===== config.mk =====
export PLATFORM = sky130hd
export DESIGN_NAME = dual_encoder_position_speed_unit
export DESIGN_NICKNAME = d
export VERILOG_FILES = /design/src/dep_pkg.sv /design/src/dep_divider.sv /design/src/dual_encoder_position_speed_unit.sv
export SDC_FILE = /design/constraint.sdc
export NUM_CORES = 1
export LEC_CHECK = 0
export BUFFER_PORTS_ARGS = -buffer_cell sky130_fd_sc_hd__buf_2
export CAP_MARGIN = 5
export CORE_MARGIN = 2
export CORE_UTILIZATION = 50
export DETAILED_ROUTE_END_ITERATION = 10
export GPL_TIMING_DRIVEN = 0
export HOLD_SLACK_MARGIN = 0.12
export PLACE_DENSITY = 0.67
export SETUP_SLACK_MARGIN = 0.02
export SLEW_MARGIN = 10
export SYNTH_ARGS = -nofsm -noshare
export SYNTH_HDL_FRONTEND = slang
export SYNTH_SLANG_ARGS = --single-unit
export TNS_END_PERCENT = 100

===== constraint.sdc =====
create_clock -name i_clk -period 17.05 [get_ports i_clk]
set_input_delay 2.5575 -clock i_clk [delete_from_list [all_inputs] [get_ports i_clk]]
set_output_delay 2.5575 -clock i_clk [all_outputs]
set_load 0.01 [all_outputs]

===== src/dep_pkg.sv =====
// Shared types and constants for the dual encoder position and speed unit.
`timescale 1ns / 1ps

package dep_pkg;

    localparam int RAW_W   = 16;
    localparam int POS_W   = 32;
    localparam int WIN_W   = 8;
    localparam int SCALE_W = 10;
    localparam int PROD_W  = POS_W + SCALE_W;
    localparam int CNT_W   = $clog2(PROD_W);

    localparam logic [SCALE_W-1:0] SPEED_SCALE        = SCALE_W'(1000);
    localparam logic [WIN_W-1:0]   WINDOW_TICKS_RESET = WIN_W'(10);

    typedef enum logic [1:0] {
        OP_TICK  = 2'd0,
        OP_RIGHT = 2'd1,
        OP_CLEAR = 2'd2
    } t_op;

    typedef enum logic [2:0] {
        ST_IDLE,
        ST_EXEC,
        ST_LSTART,
        ST_LWAIT,
        ST_RSTART,
        ST_RWAIT,
        ST_RESULT
    } t_seq_state;

    typedef enum logic [1:0] {
        DIV_IDLE,
        DIV_MUL,
        DIV_RUN,
        DIV_FIX
    } t_div_state;

    typedef struct packed {
        logic                    start;
        logic signed [POS_W-1:0] diff;
        logic [WIN_W-1:0]        divisor;
    } t_div_req;

    typedef struct packed {
        logic                    done;
        logic signed [POS_W-1:0] quotient;
    } t_div_rsp;

endpackage


===== src/dep_divider.sv =====
// Shared speed unit: scales a position change by 1000 and divides it, one bit a cycle.
`timescale 1ns / 1ps

module dep_divider (
    input  logic              i_clk,
    input  logic              i_rst_n,
    input  dep_pkg::t_div_req i_req,
    output dep_pkg::t_div_rsp o_rsp
);
    import dep_pkg::*;

    t_div_state r_state, n_state;

    logic              r_neg;
    logic [POS_W-1:0]  r_mag;
    logic [WIN_W-1:0]  r_div;
    logic [PROD_W-1:0] r_q;
    logic [WIN_W-1:0]  r_rem;
    logic [CNT_W-1:0]  r_cnt;

    logic [POS_W-1:0]  n_mag;
    logic [WIN_W:0]    n_trial;
    logic              n_qbit;
    logic [WIN_W-1:0]  n_rem;
    logic              n_over;
    logic [POS_W-1:0]  n_low;

    // Magnitude of the change; the most negative value maps to 2^31 unsigned.
    assign n_mag = i_req.diff[POS_W-1] ? (~i_req.diff + POS_W'(1)) : i_req.diff;

    // One restoring division step.
    always_comb begin
        n_trial = {r_rem, r_q[PROD_W-1]};
        n_qbit  = (n_trial >= {1'b0, r_div});
        n_rem   = n_qbit ? WIN_W'(n_trial - {1'b0, r_div}) : n_trial[WIN_W-1:0];
    end

    always_comb begin
        n_state = r_state;
        case (r_state)
            DIV_IDLE: if (i_req.start) n_state = DIV_MUL;
            DIV_MUL:  n_state = DIV_RUN;
            DIV_RUN:  if (r_cnt == '0) n_state = DIV_FIX;
            DIV_FIX:  n_state = DIV_IDLE;
            default:  n_state = DIV_IDLE;
        endcase
    end

    always_ff @(posedge i_clk) begin
        if (!i_rst_n) begin
            r_state <= DIV_IDLE;
        end else begin
            r_state <= n_state;
        end
    end

    always_ff @(posedge i_clk) begin
        case (r_state)
            DIV_IDLE: begin
                if (i_req.start) begin
                    r_neg <= i_req.diff[POS_W-1];
                    r_mag <= n_mag;
                    r_div <= i_req.divisor;
                end
            end
            DIV_MUL: begin
                r_q   <= PROD_W'(r_mag) * PROD_W'(SPEED_SCALE);
                r_rem <= '0;
                r_cnt <= CNT_W'(PROD_W - 1);
            end
            DIV_RUN: begin
                r_q   <= {r_q[PROD_W-2:0], n_qbit};
                r_rem <= n_rem;
                r_cnt <= r_cnt - CNT_W'(1);
            end
            default: begin
            end
        endcase
    end

    // Saturation: a positive result tops out at 2^31-1, a negative one at -2^31.
    always_comb begin
        n_over = r_neg ? (r_q > PROD_W'(64'h8000_0000))
                       : (r_q > PROD_W'(64'h7FFF_FFFF));
        n_low  = r_q[POS_W-1:0];
        o_rsp.done = (r_state == DIV_FIX);
        if (n_over) begin
            o_rsp.quotient = r_neg ? {1'b1, {(POS_W-1){1'b0}}} : {1'b0, {(POS_W-1){1'b1}}};
        end else begin
            o_rsp.quotient = r_neg ? (~n_low + POS_W'(1)) : n_low;
        end
    end

endmodule


===== src/dual_encoder_position_speed_unit.sv =====
// Top level of the dual encoder position and speed unit: sequencer, state and output stage.
// A tick that closes a speed window makes two passes through the shared divider, left then
// right, before its result is loaded; every other request goes from execution to the result.
// A new request is accepted only once the sequencer is back in idle.
// The divider, one quotient bit per cycle over 42 bits, makes the closing tick the slower case.
// Reset (synchronous, active low) clears positions, snapshots, speeds, the window and
// sets the window length to 10 ticks; no clearing pass is needed.
`timescale 1ns / 1ps

module dual_encoder_position_speed_unit (
    input  logic                     i_clk,
    input  logic                     i_rst_n,
    // Configuration: window length in ticks.
    input  logic                     i_cfg_we,
    input  logic [dep_pkg::WIN_W-1:0] i_cfg_wdata,
    // Input requests.
    input  logic                     i_s_tvalid,
    output logic                     o_s_tready,
    input  logic [23:0]              i_s_tdata,  // qei_raw [15:0], phase_a [16], phase_b [17], zero
    input  logic [1:0]               i_s_tuser,  // operation [1:0]
    // Results.
    output logic                     o_m_tvalid,
    input  logic                     i_m_tready,
    output logic [127:0]             o_m_tdata,  // left_position, right_position, left_speed,
                                                 // right_speed, 32 bits each from the bottom
    output logic [0:0]               o_m_tuser   // speed_updated [0]
);
    import dep_pkg::*;

    t_seq_state r_state, n_state;

    // Captured request.
    t_op              r_op;
    logic [RAW_W-1:0] r_raw;
    logic             r_pa;
    logic             r_pb;

    // Block state.
    logic [WIN_W-1:0] r_window_ticks;
    logic [RAW_W-1:0] r_prev_raw;
    logic [POS_W-1:0] r_left_total;
    logic [POS_W-1:0] r_right_total;
    logic [POS_W-1:0] r_left_snapshot;
    logic [POS_W-1:0] r_right_snapshot;
    logic [WIN_W-1:0] r_window_count;
    logic [POS_W-1:0] r_left_rate;
    logic [POS_W-1:0] r_right_rate;
    logic             r_updated;

    // Operands held for the divider while a window closes.
    logic [POS_W-1:0] r_left_diff;
    logic [POS_W-1:0] r_right_diff;
    logic [WIN_W-1:0] r_div_count;

    // Output register.
    logic             r_m_valid;
    logic [127:0]     r_m_data;
    logic             r_m_user;

    logic [RAW_W-1:0] n_delta;
    logic [POS_W-1:0] n_left_new;
    logic [WIN_W-1:0] n_win_inc;
    logic             n_close;
    logic             n_out_free;

    t_div_req div_req;
    t_div_rsp div_rsp;

    dep_divider u_divider (
        .i_clk   (i_clk),
        .i_rst_n (i_rst_n),
        .i_req   (div_req),
        .o_rsp   (div_rsp)
    );

    // The left counter wraps at 16 bits, so the wrapped difference is taken as signed and
    // sign-extended into the 32-bit position.
    always_comb begin
        n_delta    = r_raw - r_prev_raw;
        n_left_new = r_left_total + {{(POS_W-RAW_W){n_delta[RAW_W-1]}}, n_delta};
        n_win_inc  = r_window_count + WIN_W'(1);
        if (n_win_inc == '0) begin
            n_win_inc = WIN_W'(1);
        end
        // A window length of zero or one lowered below the count closes on this tick.
        n_close    = (n_win_inc >= r_window_ticks);
        n_out_free = !r_m_valid || i_m_tready;
    end

    // Next state.
    always_comb begin
        n_state = r_state;
        case (r_state)
            ST_IDLE:   if (i_s_tvalid) n_state = ST_EXEC;
            ST_EXEC:   n_state = (r_op == OP_TICK && n_close) ? ST_LSTART : ST_RESULT;
            ST_LSTART: n_state = ST_LWAIT;
            ST_LWAIT:  if (div_rsp.done) n_state = ST_RSTART;
            ST_RSTART: n_state = ST_RWAIT;
            ST_RWAIT:  if (div_rsp.done) n_state = ST_RESULT;
            ST_RESULT: if (n_out_free) n_state = ST_IDLE;
            default:   n_state = ST_IDLE;
        endcase
    end

    // Outputs of the sequencer.
    always_comb begin
        o_s_tready      = (r_state == ST_IDLE);
        div_req.start   = (r_state == ST_LSTART) || (r_state == ST_RSTART);
        div_req.diff    = (r_state == ST_LSTART) ? r_left_diff : r_right_diff;
        div_req.divisor = r_div_count;
    end

    always_ff @(posedge i_clk) begin
        if (!i_rst_n) begin
            r_state <= ST_IDLE;
        end else begin
            r_state <= n_state;
        end
    end

    // Configuration register; the user must write it only while the block is idle (not enforced here).
    always_ff @(posedge i_clk) begin
        if (!i_rst_n) begin
            r_window_ticks <= WINDOW_TICKS_RESET;
        end else if (i_cfg_we) begin
            r_window_ticks <= i_cfg_wdata;
        end
    end

    // Request capture.
    always_ff @(posedge i_clk) begin
        if (r_state == ST_IDLE && i_s_tvalid) begin
            r_op  <= t_op'(i_s_tuser);
            r_raw <= i_s_tdata[RAW_W-1:0];
            r_pa  <= i_s_tdata[RAW_W];
            r_pb  <= i_s_tdata[RAW_W+1];
        end
    end

    // Position, window and speed state.
    always_ff @(posedge i_clk) begin
        if (!i_rst_n) begin
            r_prev_raw       <= '0;
            r_left_total     <= '0;
            r_right_total    <= '0;
            r_left_snapshot  <= '0;
            r_right_snapshot <= '0;
            r_window_count   <= '0;
            r_left_rate      <= '0;
            r_right_rate     <= '0;
            r_updated        <= 1'b0;
        end else begin
            case (r_state)
                ST_EXEC: begin
                    r_updated <= 1'b0;
                    case (r_op)
                        OP_TICK: begin
                            r_prev_raw   <= r_raw;
                            r_left_total <= n_left_new;
                            if (n_close) begin
                                // Snapshots move on now; the divider works from the held
                                // differences.
                                r_left_diff      <= n_left_new - r_left_snapshot;
                                r_right_diff     <= r_right_total - r_right_snapshot;
                                r_div_count      <= n_win_inc;
                                r_left_snapshot  <= n_left_new;
                                r_right_snapshot <= r_right_total;
                                r_window_count   <= '0;
                                r_updated        <= 1'b1;
                            end else begin
                                r_window_count <= n_win_inc;
                            end
                        end
                        OP_RIGHT: begin
                            // Phases that differ mean a forward step.
                            if (r_pa != r_pb) begin
                                r_right_total <= r_right_total + POS_W'(1);
                            end else begin
                                r_right_total <= r_right_total - POS_W'(1);
                            end
                        end
                        OP_CLEAR: begin
                            r_left_total     <= '0;
                            r_right_total    <= '0;
                            r_left_snapshot  <= '0;
                            r_right_snapshot <= '0;
                            r_left_rate      <= '0;
                            r_right_rate     <= '0;
                            r_window_count   <= '0;
                            r_prev_raw       <= r_raw;
                        end
                        default: begin
                            // The unused code leaves the positions, window and speeds as they are.
                        end
                    endcase
                end
                ST_LWAIT: begin
                    if (div_rsp.done) begin
                        r_left_rate <= div_rsp.quotient;
                    end
                end
                ST_RWAIT: begin
                    if (div_rsp.done) begin
                        r_right_rate <= div_rsp.quotient;
                    end
                end
                default: begin
                end
            endcase
        end
    end

    // Output register: the result is loaded once the previous one has been taken, so the
    // sequencer returns to idle and can accept the next request while this one waits.
    always_ff @(posedge i_clk) begin
        if (!i_rst_n) begin
            r_m_valid <= 1'b0;
        end else if (r_state == ST_RESULT && n_out_free) begin
            r_m_valid <= 1'b1;
        end else if (i_m_tready) begin
            r_m_valid <= 1'b0;
        end
    end

    always_ff @(posedge i_clk) begin
        if (r_state == ST_RESULT && n_out_free) begin
            r_m_data <= {r_right_rate, r_left_rate, r_right_total, r_left_total};
            r_m_user <= r_updated;
        end
    end

    assign o_m_tvalid   = r_m_valid;
    assign o_m_tdata    = r_m_data;
    assign o_m_tuser[0] = r_m_user;

endmodule

==> impl_metrics.csv, run 1 <==
group,metric,value,unit
run_status,outcome,"complete, no violations",
grt,grt_pass1_vias,23631,
place,dp_hpwl,59900,um
finish,fin_util,56.8,%
sta,tightestPinTransition,1.33,ns
clock_tree,ctsResizeCount,0,
sta,period_share,41.5,%
finish,final_common_cell,"edfxtp_1",
sta,fmax,141,MHz
synth,ys_warn_count,0,
critical_path,r2r_start,"r_raw[2]$_DFFE_PP_",
sta,slew_headroom,11.3,%
run,cap_violations,0,
synth,avgSynthCellArea,10.6,um^2
critical_path,crit_fanout,7,
floorplanning,die_x,258,um
clock_tree,cts_buffer_depth,3,
floorplanning,die_h,258,um
routing,antenna_left,0,
clock_tree,cts.clk_slew.worst_paths,0.06,ns
place,gp_congestion,0.905,
critical_path,worstSetupEndpointType,"register",
clock_tree,cts_hold_buf,0,
routing,routed_wl,76500,um
hold_path,hold_class,"reg -> reg",
routing,drc_errors,0,
finish,nets,3713,
synth,ys.flop_type,"edfxtp_1",
critical_path,r2r_slack,9.97,ns
floorplanning,fp-row-count,93,
clock_tree,postCtsSetupBuffers,0,
floorplanning,start_util,50.4,%
critical_path,critPathKind,"reg -> reg",
clock_tree,numCtsBuffers,57,
power_and_ir_drop,irDropWorstVdd,0.000261,V
clock_tree,htreeDepth,2,
critical_path,crit_path_start_kind,"register",
finish,drive_gt1_share,9.86,%
clock_tree,cts_tree,"done",
finish,ff_latch_area,14200,um^2
grt,overflow,0,
critical_path,required,17.47,ns
place,pre_cts_ws,10.11,ns
grt,grt_usage,22.7,%
synth,syn_area,32300,um^2
floorplanning,die-area,66600,um^2
clock_tree,numClockSinks,549,
synth,synth_edf_count,318,
sta,skew,0.0217,ns
critical_path,cp-startpoint,"r_raw[2]$_DFFE_PP_",
routing,wl_per_cell,18.2,um
finish,finalNonFillerCells,4202,
critical_path,arrival,7.50,ns
grt,met3_usage,2.84,%
sta,slew_violations,0,
sta,period_needed,7.08,ns
floorplanning,io_pins,170,
sta,setup_viol,0,
finish,mostFrequentLayoutCells,"318 x edfxtp_1, 249 x ha_1, 240 x nand2_1",
grt,antenna_found_initial,0,
critical_path,timing.rr.end,"r_left_diff[30]$_DFFE_PP_",
grt,grt_pass1_wl,123000,um
sta,finalHoldViolations,0,
finish,area_delta_synth_final,12.9,%
synth,ys_seq_area_share,43.9,%
synth,synth_cells,3061,
place,dp_cells,4096,
synth,ys_ff_latch,549,
grt,grt-busiest-layer,"met2",
grt,grt_max_degree,41,
place,io_buffers,161,
power_and_ir_drop,p_leak,0.0142,uW
routing,dr_total_vias,23945,
clock_tree,cts_root_buf,"clkbuf_16",
routing,first_pass_iters,5,
routing,drt-initial-drc-count,1447,
routing,vias_per_cell,5.70,
synth,synth_cell_types,83,
sta,rsz0062_at_grt,"false",
grt,use_met2,40.7,%
power_and_ir_drop,pwr_density_cell,236,nW/um^2
finish,num-fill-cells,5467,
sta,setup_tns,0,ns
critical_path,reg2reg_depth,25,
sta,fin_ws,9.97,ns
clock_tree,clock_latency,0.62,ns
synth,syn-num-nets,3474,
grt,grtUsageMet1,28.6,%
synth,async_reset_ff_share,0,%
floorplanning,core_area,64100,um^2
finish,multi_input_area,17100,um^2
finish,antennaDiodeCount,0,
critical_path,endpoint,"r_left_diff[30]$_DFFE_PP_",
-- sequential cells by signal, indices dropped and copies added (netlist names), 16 cells and up --
name,cells
o_m_tdata,128
u_divider.r_q,42
r_left_diff,32
r_left_rate,32
r_left_snapshot,32
r_left_total,32
r_right_diff,32
r_right_rate,32
r_right_snapshot,32
r_right_total,32
u_divider.r_mag,32
r_prev_raw,16
r_raw,16
-- report_power, final --
| part | leakage [uW] | internal, uW | switching [uW] | total, uW |
|---|---|---|---|---|
| Sequential | 0.00479 | 1840 | 165 | 2010 |
| Combinational | 0.00844 | 2320 | 2960 | 5280 |
| Clock | 0.000986 | 785 | 541 | 1330 |
-- logic make-up after synthesis --
family | after synthesis | synth area share (%)
AO/OA/AOI/OAI | 828 | 16.7
XOR/XNOR | 203 | 5.55
adder cells (fa/ha/maj) | 374 | 17.4
buffers and inverters | 279 | 3.32
flip-flops | 549 | 43.9
multiplexers | 56 | 1.77
AND/OR/NAND/NOR | 772 | 11.4
-- worst min-delay path by stage --
stage / startpoint / to / cells after the start
after floorplan: r_div_count[0]$_DFFE_PP_ / u_divider.r_div[0]$_DFFE_PP_ / 0
after global placement: r_div_count[0]$_DFFE_PP_ / u_divider.r_div[0]$_DFFE_PP_ / 0
after detailed placement: r_div_count[1]$_DFFE_PP_ / u_divider.r_div[1]$_DFFE_PP_ / 0
after CTS: r_div_count[1]$_DFFE_PP_ / u_divider.r_div[1]$_DFFE_PP_ / 0
after global routing: r_div_count[1]$_DFFE_PP_ / u_divider.r_div[1]$_DFFE_PP_ / 0
final: r_div_count[1]$_DFFE_PP_ / u_divider.r_div[1]$_DFFE_PP_ / 0
-- synthesized netlist by cell type, drive strengths merged, types with 22 or more instances --
| library cell | n | area share, % |
|---|---|---|
| nor3 | 63 | 1.0 |
| nand2b | 33 | 0.65 |
| nand3 | 64 | 1.0 |
| a22oi | 38 | 0.90 |
| xor2 | 73 | 2.0 |
| o21a | 30 | 0.70 |
| inv | 188 | 2.2 |
| ha | 250 | 9.7 |
| nor2b | 37 | 0.72 |
| xnor2 | 129 | 3.5 |
| fa | 124 | 7.7 |
| a22o | 89 | 2.4 |
| nor2 | 207 | 2.4 |
| o31ai | 22 | 0.51 |
| a21oi | 227 | 3.5 |
| nand2 | 240 | 2.8 |
| clkbuf | 75 | 0.87 |
| mux2i | 48 | 1.5 |
| o21ai | 191 | 3.0 |
| a21o | 72 | 1.7 |
| dfxtp | 231 | 14 |
| and2 | 23 | 0.45 |
| a211oi | 22 | 0.51 |
| edfxtp | 318 | 30 |
-- worst max-delay path, stage by stage (launching register included) --
cell and delay, ns:
edfxtp_1 0.41, ha_1 0.37, nor2b_1 0.15, o21ai_0 0.22, a21boi_0 0.16, o21ai_0 0.22, a21boi_0 0.15, o21ai_0 0.25
a21oi_1 0.14, o41ai_1 0.58, or4b_2 0.64, o211ai_1 0.12, ha_1 0.34, a21oi_1 0.22, a21boi_0 0.37, o21bai_1 0.11
a21oi_1 0.18, xnor2_1 0.19, ha_1 0.43, nand3_1 0.15, nor2_1 0.26, a31oi_1 0.20, o31a_1 0.33, o21ai_0 0.24
a41oi_1 0.17, xnor2_1 0.28
-- layout make-up --
class	count	share of cell area [%]
tap	855	2.94
clock buffer	68	4.31
clock inverter	38	1.25
timing repair buffer	180	2.82
sequential	549	38.9
inverter	190	1.96
multi-input combinational	2233	46.9
buffer	89	0.982
-- routing by layer --
layer | vias up | wire length [um]
li1 | 11624 | -
met1 | 11605 | 32900
met2 | 588 | 38200
met3 | 128 | 3160
met4 | 0 | 2270
met5 | - | 0
-- stage by stage --
| step | power (uW) | area (um^2) | hold WS [ns] |
|---|---|---|---|
| 2_1_floorplan | 6170 | 32300 | 0.400 |
| 3_3_place_gp | 7160 | 34200 | 0.402 |
| 3_5_place_dp | 7280 | 34400 | 0.406 |
| 4_1_cts | 8640 | 36400 | 0.421 |
| 5_1_grt | 9460 | 36400 | 0.422 |
| 6_report | 8620 | 36400 | 0.419 |
Power figures use the tool's default switching activity.
==> inputs of run 2 (changes only) <==
--- a/config.mk
+++ b/config.mk
@@ -5,6 +5,7 @@
 export SDC_FILE = /design/constraint.sdc
 export NUM_CORES = 1
 export LEC_CHECK = 0
+export ABC_AREA = 1
 export BUFFER_PORTS_ARGS = -buffer_cell sky130_fd_sc_hd__buf_2
 export CAP_MARGIN = 5
 export CORE_MARGIN = 2
@@ -12,7 +13,7 @@
 export DETAILED_ROUTE_END_ITERATION = 10
 export GPL_TIMING_DRIVEN = 0
 export HOLD_SLACK_MARGIN = 0.12
-export PLACE_DENSITY = 0.67
+export PLACE_DENSITY = 0.7
 export SETUP_SLACK_MARGIN = 0.02
 export SLEW_MARGIN = 10
 export SYNTH_ARGS = -nofsm -noshare
==> constraint.sdc (replaced) <==
create_clock -name i_clk -period 5.81 [get_ports i_clk]
set_input_delay 0.8715 -clock i_clk [delete_from_list [all_inputs] [get_ports i_clk]]
set_output_delay 0.8715 -clock i_clk [all_outputs]
set_load 0.01 [all_outputs]
==> run 2 against run 1 <==
  * Sequential share of layout area fell by 3.1 points
  * Routed wire length rose by 22%
  * Critical path depth rose by 3
  * Critical path type unchanged
==> impl_metrics.csv, run 2 <==
group,metric,value,unit
synth,syn_area,35300,um^2
finish,final_common_cell,"nand2_1",
floorplanning,start_util,50.5,%
floorplanning,die-area,72700,um^2
grt,overflow,0,
synth,avgSynthCellArea,8.25,um^2
critical_path,critPathBufInv,3,
finish,largest_reg_flops,128,
sta,fin_ws,0.341,ns
floorplanning,die_h,270,um
critical_path,cp_top_family,"compound AO/OA/AOI/OAI gates",
routing,drc_errors,0,
hold_path,hold_class,"in -> reg",
clock_tree,ctsResizeCount,0,
run_status,outcome,"complete, no violations",
sta,finalHoldViolations,0,
routing,first_pass_iters,8,
critical_path,arrival,5.83,ns
synth,synth.area.top_cells,"edfxtp_1 27%, dfxtp_1 13%, nand2_1 11%",
routing,drt-initial-drc-count,2009,
run,cap_violations,0,
routing,dr_total_vias,29618,
critical_path,worstSetupEndpointType,"register",
floorplanning,die_x,270,um
synth,syn-num-nets,4687,
clock_tree,numCtsBuffers,60,
finish,num-fill-cells,6529,
routing,antenna_left,0,
synth,ys_ff_latch,549,
floorplanning,io_pins,170,
routing,vias_per_cell,5.38,
grt,grt_pass1_wl,149000,um
grt,grt_pass1_vias,28659,
floorplanning,fp-row-count,97,
routing,wl_per_cell,16.9,um
place,pre_cts_ws,0.0819,ns
finish,mostFrequentLayoutCells,"1,045 x nand2_1, 461 x inv_1, 422 x a21oi_1",
synth,async_reset_ff_share,0,%
grt,grt_usage,25.2,%
synth,synth.most_common_cell,"nand2_1",
routing,routed_wl,93100,um
clock_tree,cts_hold_buf,0,
synth,ys_warn_count,0,
synth,synth_top_area_cell,"edfxtp_1",
synth,ys_top_cells_by_count,"1,046 x nand2_1, 462 x inv_1, 423 x a21oi_1",
clock_tree,htreeDepth,2,
grt,grt_max_degree,65,
grt,antenna_found_initial,0,
sta,skew,0.0165,ns
critical_path,cpPeakStageDelay,0.41,ns
clock_tree,cts_tree,"done",
critical_path,cp_common_cell,"nand2_1",
place,gp_congestion,0.994,
clock_tree,numClockSinks,549,
finish,ff_latch_area,14200,um^2
sta,period_needed,5.47,ns
finish,multi_input_area,18900,um^2
clock_tree,cts_root_buf,"clkbuf_16",
critical_path,worst_path_max_delay_cell,"fa_1",
synth,synth.top_cell.area_share,27.1,%
finish,drive_gt1_share,8.67,%
synth,synth_edf_count,318,
clock_tree,cts.clk_slew.worst_paths,0.06,ns
finish,fin_util,56.7,%
sta,setup_viol,0,
place,io_buffers,163,
finish,area_delta_synth_final,12.3,%
place,dp_hpwl,74300,um
clock_tree,clock_latency,0.63,ns
sta,fmax,183,MHz
synth,synth_cells,4274,
critical_path,required,6.17,ns
synth,synth_cell_types,54,
critical_path,crit_path_start_kind,"register",
sta,tightestPinTransition,1.34,ns
sta,slew_violations,0,
synth,ys.flop_type,"edfxtp_1",
synth,ys_seq_area_share,40.2,%
sta,rsz0062_at_grt,"false",
critical_path,crit_fanout,8,
sta,slew_headroom,10.1,%
critical_path,critPathKind,"reg -> reg",
sta,period_share,94.1,%
floorplanning,core_area,69900,um^2
clock_tree,cts_buffer_depth,3,
clock_tree,postCtsSetupBuffers,0,
finish,nets,4928,
[run 2: cell count changes after synthesis, moves of 31 or more]
cell / delta
a22o_1: -88
mux2i_1: -48
nand2b_1: -31
a22oi_1: -32
nand3_1: +171
nand4_1: +40
o21ai_0: +46
xnor2_1: -89
nand2_1: +806
a21oi_1: +196
a21o_1: -43
nor2b_1: -37
nor2_1: +135
inv_1: +274
[run 2: final timing paths]
check | start | end | cells after the start | slack [ns]
min reg2reg | r_div_count[3]$_DFFE_PP_ | u_divider.r_div[3]$_DFFE_PP_ | 0 | 0.42
max reg2reg | r_raw[0]$_DFFE_PP_ | r_left_diff[31]$_DFFE_PP_ | 28 | 0.34
max | r_raw[0]$_DFFE_PP_ | r_left_diff[31]$_DFFE_PP_ | 28 | 0.34
min | i_s_tdata[2] | r_raw[2]$_DFFE_PP_ | 1 | 0.42
[run 2: cell families (layout without fill, tap and decap cells)]
logic type	after synthesis	in the layout	share of synthesized area [%]
adder cells (fa/ha/maj)	374	374	15.9
other	0	1	0
AO/OA/AOI/OAI	823	823	12.7
buffers and inverters	582	875	6.35
AND/OR/NAND/NOR	1815	1815	21.6
flip-flops	549	549	40.2
XOR/XNOR	131	131	3.25
[run 2: cell type report]
cell class / instances / share of cell area [%]
Antenna cell: 1 / 0.00632
Tap cell: 940 / 2.97
Inverter: 480 / 4.56
Timing Repair Buffer: 179 / 2.60
Clock buffer: 73 / 4.07
Sequential cell: 549 / 35.8
Clock inverter: 41 / 1.11
Multi-Input combinational cell: 3143 / 47.8
Buffer: 102 / 1.10
[run 2: per-stage QoR]
step	cells	hold slack [ns]	cell area [um^2]	setup TNS (ns)
after detailed placement	5393	0.405	37500	0
after global placement	5377	0.402	37300	-265.42
after global routing	5507	0.394	39600	0
final	5508	0.417	39600	0
after CTS	5507	0.386	39600	0
after floorplan	4274	0.400	35300	0
[run 2: per-layer routing]
layer,routed length [um],global-route usage (%),vias to the layer above
li1,-,-,14853
met1,39800,32.0,13846
met2,46000,44.8,741
met3,4140,2.65,178
met4,3080,8.70,0
met5,0,0,-
Power of run 2 is not shown: default switching activity piles up to over one toggle a cycle in this logic, so the estimate is an artifact.
==> inputs of run 3 (changes only) <==
--- a/config.mk
+++ b/config.mk
@@ -6,14 +6,16 @@
 export NUM_CORES = 1
 export LEC_CHECK = 0
 export ABC_AREA = 1
-export BUFFER_PORTS_ARGS = -buffer_cell sky130_fd_sc_hd__buf_2
 export CAP_MARGIN = 5
+export CELL_PAD_IN_SITES_DETAIL_PLACEMENT = 0
+export CELL_PAD_IN_SITES_GLOBAL_PLACEMENT = 1
 export CORE_MARGIN = 2
-export CORE_UTILIZATION = 50
+export CORE_UTILIZATION = 45
 export DETAILED_ROUTE_END_ITERATION = 10
+export DONT_BUFFER_PORTS = 1
 export GPL_TIMING_DRIVEN = 0
 export HOLD_SLACK_MARGIN = 0.12
-export PLACE_DENSITY = 0.7
+export PLACE_DENSITY_LB_ADDON = 0.1
 export SETUP_SLACK_MARGIN = 0.02
 export SLEW_MARGIN = 10
 export SYNTH_ARGS = -nofsm -noshare
==> run 3 against run 2 <==
  * Final cell count shrank 1.2%
  * Setup slack better by 0.092 ns
  * Largest cell class unchanged
  * Clock skew up 0.048 ns
  * Die area up 11%
  * Non-clock buffer count decreased by 164
  * Critical path depth is 2 lower
==> impl_metrics.csv, run 3 (synthesis results as in run 2) <==
group,metric,value,unit
run,cap_violations,0,
critical_path,arrival,5.77,ns
sta,tightestPinTransition,1.17,ns
critical_path,required,6.20,ns
critical_path,crit_fanout,16,
routing,dr_total_vias,28471,
floorplanning,start_util,45.5,%
sta,slew_headroom,21.1,%
place,gp_congestion,0.925,
clock_tree,cts_buffer_depth,3,
floorplanning,io_pins,170,
clock_tree,numCtsBuffers,60,
finish,largest_reg_flops,128,
place,io_buffers,0,
routing,antenna_left,0,
routing,vias_per_cell,5.23,
clock_tree,htreeDepth,2,
finish,nets,4764,
sta,rsz0062_at_grt,"true",
critical_path,crit_path_start_kind,"register",
routing,routed_wl,101000,um
sta,fmax,186,MHz
sta,slew_violations,0,
sta,period_needed,5.38,ns
clock_tree,numClockSinks,549,
clock_tree,cts_hold_buf,0,
critical_path,critPathKind,"reg -> reg",
floorplanning,fp-row-count,102,
clock_tree,cts_tree,"done",
finish,mostFrequentLayoutCells,"1,045 x nand2_1, 461 x inv_1, 421 x a21oi_1",
critical_path,worstSetupEndpointType,"register",
finish,drive_gt1_share,5.34,%
clock_tree,cts_root_buf,"clkbuf_16",
place,dpl_cell_area,36800,um^2
routing,wl_per_cell,18.5,um
place,dp_hpwl,81600,um
grt,grt_pass1_vias,28401,
floorplanning,core_area,77500,um^2
sta,skew,0.0644,ns
sta,finalHoldViolations,0,
hold_path,hold_class,"in -> reg",
finish,final_common_cell,"nand2_1",
finish,stdcell_area,39000,um^2
grt,overflow,0,
sta,period_share,92.6,%
clock_tree,clock_latency,0.67,ns
finish,area_delta_synth_final,10.4,%
grt,antenna_found_initial,1,
clock_tree,postCtsSetupBuffers,0,
finish,num-fill-cells,7681,
floorplanning,die-area,80600,um^2
floorplanning,die_h,284,um
grt,grt_pass1_wl,159000,um
floorplanning,die_x,284,um
routing,drc_errors,0,
routing,drt-initial-drc-count,1729,
clock_tree,cts.clk_slew.worst_paths,0.06,ns
sta,setup_viol,0,
grt,grt_usage,24.9,%
routing,first_pass_iters,6,
grt,grt_max_degree,65,
run_status,outcome,"complete, no violations",
## run 3: cell types whose count changed in the layout (fill, tap and decap cells not counted), moves of 3 or more
cell and delta:
buf_2 -162, clkbuf_8 -4, clkinv_16 +3, clkinv_2 +5, inv_4 -4, o21ai_1 -3
## run 3: cell type report
type	count	area [um^2]	area share [%]
Timing Repair Buffer	16	206	0.530
Tap cell	1040	1300	3.34
Multi-Input combinational cell	3143	18900	48.6
Sequential cell	549	14200	36.4
Inverter	480	1800	4.63
Buffer	101	433	1.11
Clock buffer	68	1530	3.93
Antenna cell	1	2.50	0.00642
Clock inverter	46	554	1.42
## run 3: critical path, stage by stage, from the launching register on
cell and delay, ns:
edfxtp_1 0.39, ha_1 0.35, or2_2 0.31, nand3_1 0.10, nand2_1 0.16, nand2_1 0.17
nand2_1 0.09, nand2_1 0.12, nand2_2 0.24, ha_2 0.48, nand2_1 0.11, nor2_1 0.24
nand2_1 0.08, inv_1 0.08, nand3_1 0.06, or2_2 0.34, nand2_1 0.07, nand2_1 0.06
and2_1 0.16, ha_1 0.44, nand2_1 0.13, nor3_2 0.21, nand2_1 0.11, o21ai_0 0.29
a21oi_1 0.11, nand3_1 0.10, nand2_1 0.11
## run 3: through the flow
stage / TNS [ns] / utilization (%) / hold slack (ns) / setup slack, ns / std cells
5_1_grt: -0.00320 / 50.3 / 0.273 / -0.00320 / 5443
3_3_place_gp: -252.00 / 47.2 / 0.403 / -1.96 / 5314
4_1_cts: 0 / 50.2 / 0.267 / 0.141 / 5444
6_report: 0 / 50.3 / 0.301 / 0.433 / 5444
2_1_floorplan: 0 / - / 0.400 / 0.302 / 4274
3_5_place_dp: 0 / 47.6 / 0.407 / 0.0474 / 5330
## run 3: path summary, 6_finish.rpt
path / startpoint / end / slack [ns] / cells past startpoint
min reg2reg: r_div_count[2]$_DFFE_PP_ / u_divider.r_div[2]$_DFFE_PP_ / 0.42 / 0
max reg2reg: r_raw[2]$_DFFE_PP_ / r_left_diff[31]$_DFFE_PP_ / 0.43 / 26
max: r_raw[2]$_DFFE_PP_ / r_left_diff[31]$_DFFE_PP_ / 0.43 / 26
min: i_s_tuser[0] / r_op[0]$_DFFE_PP_ / 0.30 / 0
## run 3: metal layers
metal	track usage (%)	wire length, um	up-vias
li1	-	-	14518
met1	31.7	44000	13342
met2	44.9	50900	502
met3	2.97	3490	109
met4	6.08	2260	0
met5	0	0	-
## run 3: repair_timing
action | 4_1_cts | 5_1_grt
setup endpoints to repair | 1 | 15
pin swaps | 0 | 0
resized for setup | 1 | 11
Power of run 3 is left out for the same reason.
